`src/rtl/nnr_walk.sv`:
```
// Output raster walker: tracks output row/column and steps the source
// row base and source column by quotient plus remainder carry.
// Takes its ratios from nnr_div. No package use.
module nnr_walk #(
  parameter int IWW = 7,
  parameter int OSW = 13,
  parameter int OPW = 12,
  parameter int SCW = 6,
  parameter int AW  = 12
) (
  input  logic           clk,
  input  logic           rst,
  input  logic           clear,
  input  logic           step,
  input  logic [IWW-1:0] eff_iw,
  input  logic [OSW-1:0] eff_oh,
  input  logic [OSW-1:0] eff_ow,
  input  logic [OSW-1:0] r_h,
  input  logic [IWW-1:0] q_w,
  input  logic [OSW-1:0] r_w,
  input  logic [AW-1:0]  qh_iw,
  output logic [AW-1:0]  addr,
  output logic           rend,
  output logic           pend
);

  logic [OPW-1:0] out_row, out_col;
  logic [SCW-1:0] sc;
  logic [OSW-1:0] acc_w, acc_h;
  logic [AW-1:0]  row_base;
  logic [OSW:0]   sum_w, sum_h;
  logic           wrap_w, wrap_h;

  assign sum_w  = {1'b0, acc_w} + {1'b0, r_w};
  assign sum_h  = {1'b0, acc_h} + {1'b0, r_h};
  assign wrap_w = (sum_w >= {1'b0, eff_ow});
  assign wrap_h = (sum_h >= {1'b0, eff_oh});

  assign rend = (out_col == OPW'(eff_ow - OSW'(1)));
  assign pend = rend && (out_row == OPW'(eff_oh - OSW'(1)));
  assign addr = row_base + AW'(sc);

  always_ff @(posedge clk) begin
    if (rst || clear) begin
      out_row  <= '0;
      out_col  <= '0;
      sc       <= '0;
      acc_w    <= '0;
      acc_h    <= '0;
      row_base <= '0;
    end else if (step) begin
      if (rend) begin
        out_col <= '0;
        sc      <= '0;
        acc_w   <= '0;
        if (pend) begin
          out_row  <= '0;
          acc_h    <= '0;
          row_base <= '0;
        end else begin
          out_row  <= out_row + OPW'(1);
          acc_h    <= wrap_h ? OSW'(sum_h - {1'b0, eff_oh}) : OSW'(sum_h);
          row_base <= row_base + qh_iw + (wrap_h ? AW'(eff_iw) : AW'(0));
        end
      end else begin
        out_col <= out_col + OPW'(1);
        acc_w   <= wrap_w ? OSW'(sum_w - {1'b0, eff_ow}) : OSW'(sum_w);
        sc      <= sc + SCW'(q_w) + SCW'(wrap_w);
      end
    end
  end

endmodule

```
`config.mk`:
```
export PLATFORM = sky130hd
export DESIGN_NAME = nnr_walk
export DESIGN_NICKNAME = d
export VERILOG_FILES = /design/src/rtl/nnr_walk.sv
export SDC_FILE = /design/constraint.sdc
export NUM_CORES = 1
export LEC_CHECK = 0
export BUFFER_PORTS_ARGS = -buffer_cell sky130_fd_sc_hd__buf_2
export CAP_MARGIN = 25
export CORE_MARGIN = 2
export CORE_UTILIZATION = 30
export DETAILED_ROUTE_END_ITERATION = 7
export HOLD_SLACK_MARGIN = 0.03
export SYNTH_ARGS = -nofsm -noshare
export SYNTH_HDL_FRONTEND = slang
export SYNTH_SLANG_ARGS = --single-unit
```
`constraint.sdc`:
```
create_clock -name clk -period 7.7 [get_ports clk]
set_input_delay 0.385 -clock clk [delete_from_list [all_inputs] [get_ports clk]]
set_output_delay 0.385 -clock clk [all_outputs]
set_load 0.05 [all_outputs]
```
==> impl_metrics.py <==
metrics = {
    "worst_setup_path": {
        "cp_data_arrival_time_ns": 6.76,
        "cp_num_buf_inv": 0,
        "crit_path_top_delay_cell": "o41ai_1",
        "crit_type": "flip-flop to flip-flop",
        "crit_fanout": 9,
        "cp-end-kind": "flip-flop",
        "crit_path_start_kind": "flip-flop",
        "worst_ep_required_time_ns": 7.93,
        "critPathMaxStageDelay_ns": 0.45,
        "crit_chain": "ha_1, fa_1, a211oi_1, nor2_1, o41ai_1, o21ai_0, o41ai_1, xnor2_1, ha_1, and3_1, o31ai_1, o211ai_1, and2_1, fa_1, ha_1, fa_1, a21o_1, a21oi_1, o211ai_1, a31o_2, a21oi_1, xnor2_1, nand3b_1, o21ai_1",
        "path_delay_family": "compound AO/OA/AOI/OAI gates",
    },
    "floorplan": {
        "fp.coreArea_sq_um": 23300,
        "initial_utilization": 0.303,
        "die-width_um": 158,
        "die_y_um": 158,
        "die_area_sq_um": 24800,
        "num_io_pins": 96,
        "rows": 56,
    },
    "sta": {
        "fin_crit_sh": 0.847,
        "max_freq_mhz": 153,
        "setup_viol": 0,
        "fin_skew_ns": 0.00954,
        "slew_viol_final": 0,
        "period_needed_ns": 6.52,
        "hold_viol": 0,
        "rsz0062_at_grt": "false",
        "finalSetupTns_ns": 0,
        "worst_pin_slew_ns": 1.05,
        "slew_headroom": 0.296,
        "worst_slack_ns": 1.18,
    },
    "final_layout": {
        "multi_input_area_sq_um": 5380,
        "ff_latch_area_sq_um": 1360,
        "drive_gt1_frac": 0.142,
        "fill_cells": 2441,
        "fin_nets": 1152,
        "n_antenna_cell": 0,
        "syn_to_final_growth_pct": 15.2,
    },
    "cts": {
        "cts_tree": "yes",
        "path_clk_slew_ns": 0.06,
        "cts-root-buf": "clkbuf_16",
        "numCtsBuffers": 9,
        "cts_resized": 0,
        "cts_buffer_depth": 2,
        "htreeDepth": 3,
        "cts_hold_buf": 0,
        "clock_latency_ns": 0.34,
        "cts_setup_buffers": 0,
        "clkSinkCount": 68,
    },
    "min_path": {
        "hold_path.class": "primary input to flip-flop",
    },
    "routing": {
        "num_vias": 6385,
        "drt_first_pass_iters": 5,
        "drt-vias-per-instance": 4.92,
        "ant_nets": 0,
        "avgRoutedWirePerCell_um": 13.7,
        "route.detailed.drc": 0,
        "wl_mm": 17.8,
        "drt_iter0_markers": 273,
    },
    "global_route": {
        "grt_max_degree": 21,
        "use_met2": 0.235,
        "grt_use_total": 0.147,
        "grt-ovfl-total": 0,
        "antenna_found_initial": 0,
        "grt_pass1_wl_mm": 29.6,
        "busiest_layer": "met2",
        "use_met3": 0.0226,
        "grt_use_met1": 0.205,
        "grt_pass1_vias": 6110,
    },
    "synth": {
        "async_flop_share": 0,
        "netlist_top_cells_count": "85 x nand2_1, 80 x ha_1, 75 x xnor2_1",
        "yosysSeqAreaShare": 0.192,
        "synth-seq-cells": 68,
        "synthCells": 892,
        "synthDistinctLibCells": 68,
        "ys_warn_count": 0,
        "avgSynthCellArea_sq_um": 7.93,
        "yosys.area.top_type": "dfxtp_1",
        "synth_nets": 1069,
        "synth_edf_count": 0,
        "synthTopCellsByArea": "dfxtp_1 19%, ha_1 14%, xnor2_1 9.3%",
        "syn_area_sq_um": 7070,
        "synth_most_common_cell": "nand2_1",
        "synthFlopType": "dfxtp_1",
        "synth_top_area_frac": 0.192,
    },
    "power": {
        "ir_drop_uv": 105,
        "p_per_area_nw_per_um2": 159,
        "power.leakage_nw": 3.55,
    },
    "placed_design": {
        "pre_cts_slack_ns": 1.02,
        "io_buffers": 94,
        "routabilityCongestion": 0.835,
        "dp_hpwl_mm": 14.3,
    },
    "job": {
        "maxCapViolCount": 0,
    },
    "status": {
        "status": "finished, final reports clean",
    },
}
[worst paths after layout]
| kind | start | endpoint | slack, ns | depth (start not counted) |
|---|---|---|---|---|
| max | acc_h[0] | row_base[11] | 1.18 | 24 |
| min | step | sc[5] | 0.44 | 3 |
| max reg2reg | acc_h[0] | row_base[11] | 1.18 | 24 |
| min reg2reg | acc_w[9] | acc_w[9] | 0.46 | 2 |
[placed cells by master (no fill, tap or decap), types with 9 or more instances in the layout]
cell type  count
clkbuf_16      9
mux2i_1       24
nand3_1       26
a21o_1        16
and2_1        10
nand2_1       85
fa_1          15
or3_1          9
nor4_1        13
o21ai_0       44
nor2_1        69
buf_2         94
dfxtp_1       68
a211oi_1      10
nor3_1        28
nor2b_1       12
ha_1          80
xnor2_1       75
xor2_1        29
a21oi_1       56
nand4_1       16
inv_1         58
[metrics by stage]
step / total power (W) / area [sq um] / hold WS [ns] / utilization / std cells
after floorplan: 0.000778 / 7070 / 0.429 / - / 892
after global placement: 0.000883 / 7840 / 0.440 / 0.336 / 1282
after detailed placement: 0.000890 / 7840 / 0.450 / 0.336 / 1282
after CTS: 0.00131 / 8140 / 0.430 / 0.349 / 1297
after global routing: 0.00140 / 8150 / 0.457 / 0.349 / 1298
final: 0.00130 / 8150 / 0.441 / 0.349 / 1298
[logic make-up (layout without fill, tap and decap cells)]
logic type,count (synthesis),in the layout,share of synthesized area
adders and majority gates,95,95,0.184
and+or+nand+nor,311,311,0.222
AOI/OAI and AO/OA,205,205,0.188
buffers and inverters,83,170,0.0476
muxes,26,26,0.0372
xor gates and xnor gates,104,104,0.129
DFF,68,68,0.192
[metal layers]
layer / wire (um) / part of all wire
met5: 0 / 0
met4: 328 / 0.018
met3: 604 / 0.034
met2: 7790 / 0.44
met1: 9100 / 0.51
[sequential cells by signal, indices dropped and copies added, names as in the netlist]
register  cells
acc_h        13
acc_w        13
out_col      12
out_row      12
row_base     12
sc            6
[power by group]
part	switching [W]	internal, W	leakage, nW	total, W
Combinational	0.000279	0.000231	2.87	0.000510
Clock	0.000168	0.000249	0.134	0.000417
Sequential	0.00000780	0.000363	0.549	0.000371
Total	0.000455	0.000843	3.55	0.00130
[worst min-delay path, stage by stage]
cell and delay, ns:
buf_2 0.19, nand3_1 0.10, a21oi_1 0.06
[area by class of cell]
cell class,instances,share of cell area
multi-input cells,741,0.660
flip-flops and latches,68,0.167
repair buffers,97,0.0613
well taps,319,0.0490
clock buffers,9,0.0276
inverters,58,0.0267
clock inverters,6,0.00814
Power figures use the tool's default switching activity.
