$ cat config.mk
export PLATFORM = sky130hd
export DESIGN_NAME = nnr_div
export DESIGN_NICKNAME = d
export VERILOG_FILES = /design/src/rtl/nnr_div.sv
export SDC_FILE = /design/constraint.sdc
export NUM_CORES = 1
export LEC_CHECK = 0
export ABC_AREA = 1
export BUFFER_PORTS_ARGS = -buffer_cell sky130_fd_sc_hd__buf_2
export CORE_MARGIN = 2
export CORE_UTILIZATION = 43
export DETAILED_ROUTE_END_ITERATION = 10
export GPL_ROUTABILITY_DRIVEN = 0
export PLACE_DENSITY = 0.67
export SLEW_MARGIN = 10
export SYNTH_ARGS = -nofsm -noshare
export SYNTH_HDL_FRONTEND = slang
export SYNTH_SLANG_ARGS = --single-unit
$ cat constraint.sdc
create_clock -name clk -period 5.4 [get_ports clk]
set_input_delay 1.08 -clock clk [delete_from_list [all_inputs] [get_ports clk]]
set_output_delay 1.08 -clock clk [all_outputs]
set_load 0.1 [all_outputs]
$ cat src/rtl/nnr_div.sv
// Ratio setup unit: after a configuration change, divides in_width by
// out_width and in_height by out_height (restoring, one bit per cycle),
// then forms q_h*in_width and the last load address. No package use.
module nnr_div #(
  parameter int IHW = 7,
  parameter int IWW = 7,
  parameter int OSW = 13,
  parameter int AW  = 12
) (
  input  logic           clk,
  input  logic           rst,
  input  logic           start,
  input  logic [IHW-1:0] eff_ih,
  input  logic [IWW-1:0] eff_iw,
  input  logic [OSW-1:0] eff_oh,
  input  logic [OSW-1:0] eff_ow,
  output logic           busy,
  output logic [OSW-1:0] r_h,
  output logic [IWW-1:0] q_w,
  output logic [OSW-1:0] r_w,
  output logic [AW-1:0]  qh_iw,
  output logic [AW-1:0]  plane_last
);

  localparam int DW  = (IHW > IWW) ? ((IHW > 2) ? IHW : 2) : ((IWW > 2) ? IWW : 2);
  localparam int CNW = $clog2(DW);

  typedef enum logic [2:0] {
    ST_IDLE  = 3'b001,
    ST_DIV   = 3'b010,
    ST_SCALE = 3'b100
  } div_state_t;

  div_state_t     state, state_next;
  logic [CNW-1:0] cnt;
  logic [DW-1:0]  nh, nw;
  logic [OSW-1:0] remh, remw;
  logic [OSW:0]   remh_sh, remw_sh;
  logic           qbit_h, qbit_w;

  assign remh_sh = {remh, nh[DW-1]};
  assign remw_sh = {remw, nw[DW-1]};
  assign qbit_h  = (remh_sh >= {1'b0, eff_oh});
  assign qbit_w  = (remw_sh >= {1'b0, eff_ow});

  always_comb begin
    state_next = state;
    unique case (state)
      ST_IDLE:  state_next = ST_IDLE;
      ST_DIV:   if (cnt == CNW'(DW - 1)) state_next = ST_SCALE;
      ST_SCALE: state_next = ST_IDLE;
      default:  state_next = ST_IDLE;
    endcase
    if (start) state_next = ST_DIV;
  end

  always_ff @(posedge clk) begin
    if (rst) begin
      state      <= ST_IDLE;
      cnt        <= '0;
      nh         <= DW'(1);
      nw         <= DW'(1);
      remh       <= '0;
      remw       <= '0;
      qh_iw      <= AW'(1);
      plane_last <= '0;
    end else begin
      state <= state_next;
      if (start) begin
        cnt  <= '0;
        nh   <= DW'(eff_ih);
        nw   <= DW'(eff_iw);
        remh <= '0;
        remw <= '0;
      end else if (state == ST_DIV) begin
        cnt  <= cnt + CNW'(1);
        nh   <= {nh[DW-2:0], qbit_h};
        nw   <= {nw[DW-2:0], qbit_w};
        remh <= qbit_h ? OSW'(remh_sh - {1'b0, eff_oh}) : OSW'(remh_sh);
        remw <= qbit_w ? OSW'(remw_sh - {1'b0, eff_ow}) : OSW'(remw_sh);
      end else if (state == ST_SCALE) begin
        qh_iw      <= AW'(nh * eff_iw);
        plane_last <= AW'(eff_ih * eff_iw - 1);
      end
    end
  end

  assign busy = (state != ST_IDLE);
  assign q_w  = IWW'(nw);
  assign r_h  = remh;
  assign r_w  = remw;

endmodule

==> results.yml, run 1 <==
yosys:
  yosysWarnings: 0
  yosys-top-cells-area: "dfxtp_1, nand2_1, fa_1"
  synth_top_area_cell: "dfxtp_1"
  netlist.area_leader.share: 0.178
  yosysUniqueCellTypes: 40
  synth-main-ff-cell: "dfxtp_1"
  synth_fp_nets: 1375
  synthArstFlopShare: 0
  synth-edff-count: 0
  yosysSeqAreaShare: 0.178
  synthesis.area_um2: 7880
  syn_avg_cell_area_um2: 6.56
  ys_ff_latch: 70
  synth_cells: 1200
timing:
  fmax_mhz: 216
  whs_ps: 477
  drv_slew: 0
  fin_ws_ps: 780
  finalHoldViolations: 0
  fin_crit_sh: 0.856
  min_period_ps: 4620
  fin_setup_tns_ps: 0
  skew_ps: 6.71
  rsz0062_at_grt: "false"
  slew_headroom: 0.520
  worstMarginPinSlew_ps: 719
  setup_viol: 0
floorplanning:
  core_um2: 18000
  ios: 101
  start_util: 0.439
  row_count: 49
  fp.dieW_um: 139
  die-area_um2: 19400
  die_h_um: 139
worst_setup_path:
  r2r_setup_slack_ps: 1230
  cp.arrival_ps: 4910
  cp.required_ps: 5690
  worstSetupStartpoint: "eff_iw[3]"
  r2r_start: "nh[0]"
  worstSetupPathType: "in2reg"
  cp-start-kind: "input pin"
  cp_max_fo: 15
  end_kind: "flip-flop"
power_and_ir_drop:
  p_int_w: 0.00127
  switchingPower_w: 0.000858
  power_frac_seq: 0.255
  ir_drop_uv: 154
  switching_share: 0.403
  leakage_nw: 5.31
  combPwrFrac: 0.433
  clock_power_share: 0.312
  power_density_nw_per_um2: 241
clock_network:
  cts_hold_buf: 0
  cts_resized: 0
  clock_path_buffers: 2
  post_cts_buffers: 0
  cts_buffers: 9
  clock_sinks: 70
  insertion_delay_ps: 350
  htree_num_levels: 3
  cts_tree: "built"
  cts.clk_slew.worst_paths_ps: 60
  cts-root-buf: "clkbuf_16"
final_layout:
  final_common_cell: "nand2_1"
  layout_common_cells: "nand2_1, inv_1, buf_2, nor2_1, ha_1"
  area_growth_pct: 12.1
  fillCellCount: 1854
  final_nets: 1449
  finish.instance_area_um2: 8830
  diodes: 0
  layout.area.seq_um2: 1400
  drive_above_1_share: 0.114
  multi_input_area_um2: 5220
grt:
  grt_max_degree: 38
  grt_pass1_wl_um: 32700
  grt_usage: 0.205
  overflow: 0
  antenna_found_initial: 0
  grt_pass1_vias: 6923
worst_hold_path:
  hold_class: "reg2reg"
  min-delay-start: "plane_last[1]"
placed_design:
  detailed_place_hpwl_um: 15400
  dpl-instance-area_um2: 8510
  place_ws_ps: 428
  port_buffers: 100
drt:
  viasPerCell: 4.84
  dr.pass1.iters: 5
  drcViolationCount: 0
  final_antenna_net_count: 0
  totalWireLength_um: 19700
  wl_per_cell_um: 13.1
  num_vias: 7305
  drt-initial-drc-count: 465
outcome:
  status: "completed"
flow_run:
  maxCapViolations: 0
## through the flow
step / power, W / std cells / util
after CTS: 0.00215 / 1508 / 0.491
after detailed placement: 0.00148 / 1492 / 0.473
final: 0.00213 / 1508 / 0.491
after floorplan: 0.00127 / 1200 / -
after global routing: 0.00231 / 1508 / 0.491
after global placement: 0.00146 / 1492 / 0.473
## layout make-up
cell class              instances  area share
clock buffers                  10      0.0259
repair buffers                105      0.0609
well taps                     229      0.0325
clock inverters                 6      0.0106
inverters                     282       0.120
multi-input cells             806       0.591
flip-flops and latches         70       0.159
## worst max-delay path: stages
cell	delay, ps
buf_2	200
nand2_1	110
inv_1	70
fa_1	540
inv_1	50
fa_1	470
inv_1	50
fa_1	520
inv_1	50
fa_1	530
inv_1	40
ha_1	340
nand2_1	100
nor3_1	200
a21oi_1	110
or2_2	270
nand3_1	60
nand2_1	60
inv_1	40
## logic make-up (layout without fill, tap and decap cells)
logic type / count (synthesis) / after routing / synth area share
fa+ha+maj: 132 / 132 / 0.261
xor+xnor: 24 / 24 / 0.0267
compound gates: 129 / 129 / 0.0977
flops: 70 / 70 / 0.178
simple gates: 521 / 521 / 0.277
buf+inv: 324 / 403 / 0.159
## metal layers
metal,up-vias,part of all wire,GRT usage
met1,3316,0.48,0.283
met5,-,0,0
met4,0,0.015,0.0526
met3,26,0.053,0.0392
met2,174,0.45,0.330
li1,3789,-,-
## power by group through the flow
stage | sequential (W) | combinational (W) | clock [W]
2_1_floorplan | 0.000587 | 0.000686 | 0
3_3_place_gp | 0.000554 | 0.000907 | 0
3_5_place_dp | 0.000554 | 0.000922 | 0
4_1_cts | 0.000542 | 0.000931 | 0.000678
5_1_grt | 0.000544 | 0.00107 | 0.000698
6_report | 0.000543 | 0.000922 | 0.000665
## registers in the layout (all words and copies together), names as in the netlist
signal,flops
r_h,13
plane_last,12
state,3
nh,7
q_w,7
qh_iw,12
r_w,13
cnt,3
## final timing paths
kind	cells after the start	end
min	2	plane_last[1]
min reg2reg	2	plane_last[1]
max reg2reg	16	qh_iw[7]
max	19	qh_iw[7]
## synthesized netlist by cell type, types with 2 or more instances
library cell    n
nand2_1       323
inv_1         279
nor2_1         91
ha_1           78
dfxtp_1        70
nand3_1        64
fa_1           54
a21oi_1        50
o21ai_0        33
clkbuf_1       29
xor2_1         15
nand4_1        12
buf_2           9
xnor2_1         9
o21a_1          8
a31oi_1         7
a21o_1          6
a22oi_1         6
nand2_2         6
o21bai_1        6
or2_2           6
nand3b_1        5
inv_2           3
nor2_2          3
nor3_1          3
o211ai_1        3
o31ai_1         3
a21boi_0        2
a21oi_4         2
and2_1          2
buf_8           2
nand3_4         2
nand4_2         2
(Power assumes the default switching activity.)
==> inputs of run 2 (changes only) <==
--- a/config.mk
+++ b/config.mk
@@ -8,10 +8,10 @@
 export ABC_AREA = 1
 export BUFFER_PORTS_ARGS = -buffer_cell sky130_fd_sc_hd__buf_2
 export CORE_MARGIN = 2
-export CORE_UTILIZATION = 43
+export CORE_UTILIZATION = 60
 export DETAILED_ROUTE_END_ITERATION = 10
 export GPL_ROUTABILITY_DRIVEN = 0
-export PLACE_DENSITY = 0.67
+export PLACE_DENSITY = 0.93
 export SLEW_MARGIN = 10
 export SYNTH_ARGS = -nofsm -noshare
 export SYNTH_HDL_FRONTEND = slang
==> run 2 against run 1 <==
Register-to-register slack lost 40 ps; first-iteration DRC count increased by 29%; final cell count is 3.9% lower.
==> results.yml, run 2 (same netlist as run 1, synthesis figures left out) <==
placed_design:
  dpl-instance-area_um2: 8420
  port_buffers: 100
  detailed_place_hpwl_um: 14700
drt:
  wl_per_cell_um: 13.6
  totalWireLength_um: 19800
  final_antenna_net_count: 0
  drcViolationCount: 0
  drt-initial-drc-count: 600
  dr.pass1.iters: 6
  num_vias: 7698
  viasPerCell: 5.31
power_and_ir_drop:
  leakage_nw: 5.32
  power_density_nw_per_um2: 252
  combPwrFrac: 0.436
  switchingPower_w: 0.000882
  clock_power_share: 0.317
  ir_drop_uv: 142
  power_frac_seq: 0.246
  switching_share: 0.400
  p_int_w: 0.00132
worst_setup_path:
  cp.arrival_ps: 4890
  end_kind: "flip-flop"
  cp-start-kind: "input pin"
  cp_max_fo: 15
  cp.required_ps: 5640
  worstSetupPathType: "in2reg"
grt:
  grt_pass1_vias: 7382
  grt_pass1_wl_um: 33100
  grt_util_met3: 0.0473
  overflow: 0
  grt_use_met2: 0.472
  use_met1: 0.377
  busiest_layer: "met2"
  grt_usage: 0.285
  grt_max_degree: 38
  antenna_found_initial: 0
clock_network:
  cts_tree: "built"
  cts_resized: 0
  insertion_delay_ps: 350
  cts_hold_buf: 0
  cts_buffers: 9
  cts-root-buf: "clkbuf_16"
  clock_sinks: 70
  cts.clk_slew.worst_paths_ps: 60
  clock_path_buffers: 2
  htree_num_levels: 3
  post_cts_buffers: 0
floorplanning:
  die-area_um2: 14100
  core_um2: 12700
  die_h_um: 119
  start_util: 0.619
  row_count: 41
  ios: 101
  fp.dieW_um: 119
timing:
  fmax_mhz: 215
  drv_slew: 0
  finalHoldViolations: 0
  worstMarginPinSlew_ps: 636
  slew_headroom: 0.576
  fin_crit_sh: 0.862
  rsz0062_at_grt: "false"
  fin_setup_tns_ps: 0
  min_period_ps: 4650
  setup_viol: 0
  skew_ps: 9.81
final_layout:
  final_util: 0.689
  final_nets: 1447
  finish.instance_area_um2: 8770
  layout_common_cells: "nand2_1, inv_1, buf_2, nor2_1, ha_1"
  area_growth_pct: 11.3
  drive_above_1_share: 0.114
  final_common_cell: "nand2_1"
  diodes: 0
outcome:
  status: "completed"
worst_hold_path:
  hold_class: "reg2reg"
flow_run:
  maxCapViolations: 0
-- run 2: cell types whose count changed in the layout (fill, tap and decap cells not counted) --
cell and change:
bufinv_16 +1, clkinvlp_4 -1, buf_4 -2, clkbuf_1 -1, clkinv_2 +1
-- run 2: per-layer routing --
layer | vias to the layer above | part of all wire
met5 | - | 0
met4 | 0 | 0.026
met3 | 54 | 0.092
met2 | 354 | 0.46
met1 | 3507 | 0.42
li1 | 3783 | -
-- run 2: cell type report --
class / instances / area (um^2)
multi-input combinational: 806 / 5220
fill: 1053 / 3960
sequential: 70 / 1400
inverter: 282 / 1060
timing repair buffer: 103 / 523
clock buffer: 9 / 225
tap: 172 / 215
clock inverter: 7 / 121
-- run 2: power groups by stage --
stage          Clock [W]  Sequential, W  Combinational (W)
5_1_grt         0.000725       0.000544            0.00109
4_1_cts         0.000701       0.000542           0.000948
3_3_place_gp           0       0.000553           0.000880
3_5_place_dp           0       0.000553           0.000922
2_1_floorplan          0       0.000587           0.000686
6_report        0.000700       0.000543           0.000962
-- run 2: final timing paths --
kind         startpoint             end  slack (ps)  depth (start not counted)
max           eff_iw[4]  plane_last[11]         750                         19
min            qh_iw[3]        qh_iw[3]         480                          2
max reg2reg       nh[0]        qh_iw[7]        1190                         16
min reg2reg    qh_iw[3]        qh_iw[3]         480                          2
-- run 2: through the flow --
step	hold WS, ps	power, W	cells	setup WS (ps)
after floorplan	447	0.00127	1200	594
after global placement	456	0.00143	1433	526
after detailed placement	472	0.00148	1433	464
after CTS	485	0.00219	1449	783
after global routing	518	0.00236	1449	432
final	478	0.00220	1449	746
-- run 2: critical path, cell delays in order --
cell and delay, ps:
buf_2 270, nand2_1 140, fa_1 510, fa_1 490, inv_1 50, fa_1 530
inv_1 50, fa_1 550, inv_1 60, ha_1 340, nand2_1 100, nor3_1 200
nand3_1 100, nand3_1 120, inv_1 50, nand2_1 60, nand3_1 70, nand2_1 80
inv_1 30
==> inputs of run 3 (changes only) <==
--- a/config.mk
+++ b/config.mk
@@ -6,7 +6,7 @@
 export NUM_CORES = 1
 export LEC_CHECK = 0
 export ABC_AREA = 1
-export BUFFER_PORTS_ARGS = -buffer_cell sky130_fd_sc_hd__buf_2
+export BUFFER_PORTS_ARGS = -buffer_cell sky130_fd_sc_hd__clkbuf_2
 export CORE_MARGIN = 2
 export CORE_UTILIZATION = 60
 export DETAILED_ROUTE_END_ITERATION = 10
==> run 3 against run 2 <==
Routed wire length is 0.84% higher; global-route usage increased by 0.53 points; clock skew down 2.6 ps; setup slack lost 120 ps; largest power group unchanged.
==> results.yml, run 3 (same netlist as run 1, synthesis figures left out) <==
final_layout:
  area_growth_pct: 10.5
  final_nets: 1447
  layout_common_cells: "nand2_1, inv_1, clkbuf_2, nor2_1, ha_1"
  stdcell_count: 1449
  diodes: 0
  drive_above_1_share: 0.111
  final_common_cell: "nand2_1"
  fillCellCount: 1041
worst_setup_path:
  cp.arrival_ps: 5060
  critPathTopFamily: "adder cells"
  crit_slowest_cell: "fa_1"
  path_common_cell: "inv_1"
  r2r_end: "qh_iw[7]"
  worstSetupPathType: "in2reg"
  worst_path_largest_cell_delay_ps: 530
  cp.required_ps: 5690
  end_kind: "flip-flop"
  cp_max_fo: 15
  cp_cell_sequence: "clkbuf_2, nand2_1, inv_1, fa_1, inv_1, fa_1, inv_1, fa_1, inv_1, fa_1, inv_1, ha_1, nand2_1, nor3_1, a21oi_1, or2_2, nand3_1, nand2_1, inv_1"
  r2r_start: "nh[0]"
  reg2reg_depth: 16
  critPathBufInv: 7
  cp-start-kind: "input pin"
  r2r_setup_slack_ps: 1150
worst_hold_path:
  hold_class: "reg2reg"
  min_path_cells: 2
  min-delay-start: "qh_iw[3]"
  hold_path_end: "qh_iw[3]"
timing:
  fmax_mhz: 210
  whs_ps: 483
  finalHoldViolations: 0
  skew_ps: 7.17
  min_period_ps: 4770
  rsz0062_at_grt: "false"
  fin_crit_sh: 0.883
  fin_setup_tns_ps: 0
  drv_slew: 0
  worstMarginPinSlew_ps: 632
  setup_viol: 0
  slew_headroom: 0.578
power_and_ir_drop:
  ir_drop_uv: 160
  leakage_nw: 5.25
  power_density_nw_per_um2: 241
clock_network:
  cts_buffers: 9
  clock_path_buffers: 2
  htree_num_levels: 3
  cts.clk_slew.worst_paths_ps: 60
  cts_tree: "built"
  cts_hold_buf: 0
  clock_sinks: 70
  cts-root-buf: "clkbuf_16"
  post_cts_buffers: 0
  cts_resized: 0
  insertion_delay_ps: 350
floorplanning:
  ios: 101
  core_um2: 12700
  start_util: 0.619
  die_h_um: 119
  row_count: 41
  fp.dieW_um: 119
  die-area_um2: 14100
placed_design:
  place_inst: 1433
  detailed_place_hpwl_um: 15200
  port_buffers: 100
grt:
  grt_pass1_wl_um: 33600
  grt_usage: 0.291
  grt_use_met2: 0.477
  grt_pass1_vias: 7437
  grt_max_degree: 38
  overflow: 0
  antenna_found_initial: 0
  busiest_layer: "met2"
  use_met1: 0.383
  grt_util_met3: 0.0632
drt:
  totalWireLength_um: 19900
  wl_per_cell_um: 13.8
  drcViolationCount: 0
  viasPerCell: 5.34
  num_vias: 7740
  dr.pass1.iters: 5
  drt-initial-drc-count: 636
  final_antenna_net_count: 0
flow_run:
  maxCapViolations: 0
outcome:
  status: "completed"
==> run 3: cell types whose count changed in the layout (fill, tap and decap cells not counted) <==
cell	previous run	this run
clkinv_2	1	2
inv_6	1	0
clkinv_4	2	0
clkbuf_2	0	100
buf_2	100	0
clkbuf_1	0	3
clkinvlp_4	0	1
bufinv_16	3	1
==> run 3: worst min-delay path, stage by stage, from the launching register on <==
cell,delay (ps)
dfxtp_1,320
nor2_1,50
nor2_1,80
==> run 3: layout make-up <==
cell class                 instances  area (um^2)  area share
clock buffer                      12          236      0.0272
clock inverter                     4         47.5     0.00546
sequential                        70         1400       0.161
timing repair buffer             103          523      0.0601
inverter                         282         1060       0.122
multi-input combinational        806         5220       0.600
tap                              172          215      0.0247
==> run 3: through the flow <==
stage,power (W),cell area (um^2),util,worst slack [ps]
floorplan,0.00127,7880,-,594
global placement,0.00143,8420,0.662,482
detailed placement,0.00148,8420,0.662,354
CTS,0.00208,8700,0.684,679
global route,0.00225,8700,0.684,434
finish,0.00210,8700,0.684,630
==> run 3: where the power goes <==
part           total (W)  switching, W  internal [W]
logic           0.000961      0.000618      0.000343
registers       0.000543     0.0000159      0.000527
clock network   0.000591      0.000235      0.000356
total            0.00210      0.000868       0.00123
==> run 3: worst max path at each step <==
| stage | start | endpoint | slack (ps) | cells after the start |
|---|---|---|---|---|
| 6_report | eff_iw[3] | qh_iw[7] | 630 | 19 |
| 5_1_grt | eff_iw[3] | qh_iw[7] | 430 | 19 |
| 4_1_cts | eff_iw[3] | qh_iw[7] | 680 | 19 |
| 3_5_place_dp | eff_iw[3] | qh_iw[7] | 350 | 19 |
| 3_3_place_gp | eff_iw[3] | qh_iw[7] | 480 | 19 |
| 2_1_floorplan | eff_iw[6] | qh_iw[7] | 590 | 17 |
==> run 3: metal layers <==
layer	vias up	share of wire	wire length [um]
met5	-	0	0
met4	0	0.023	450
met3	49	0.087	1740
met2	317	0.46	9190
met1	3594	0.43	8560
li1	3780	-	-
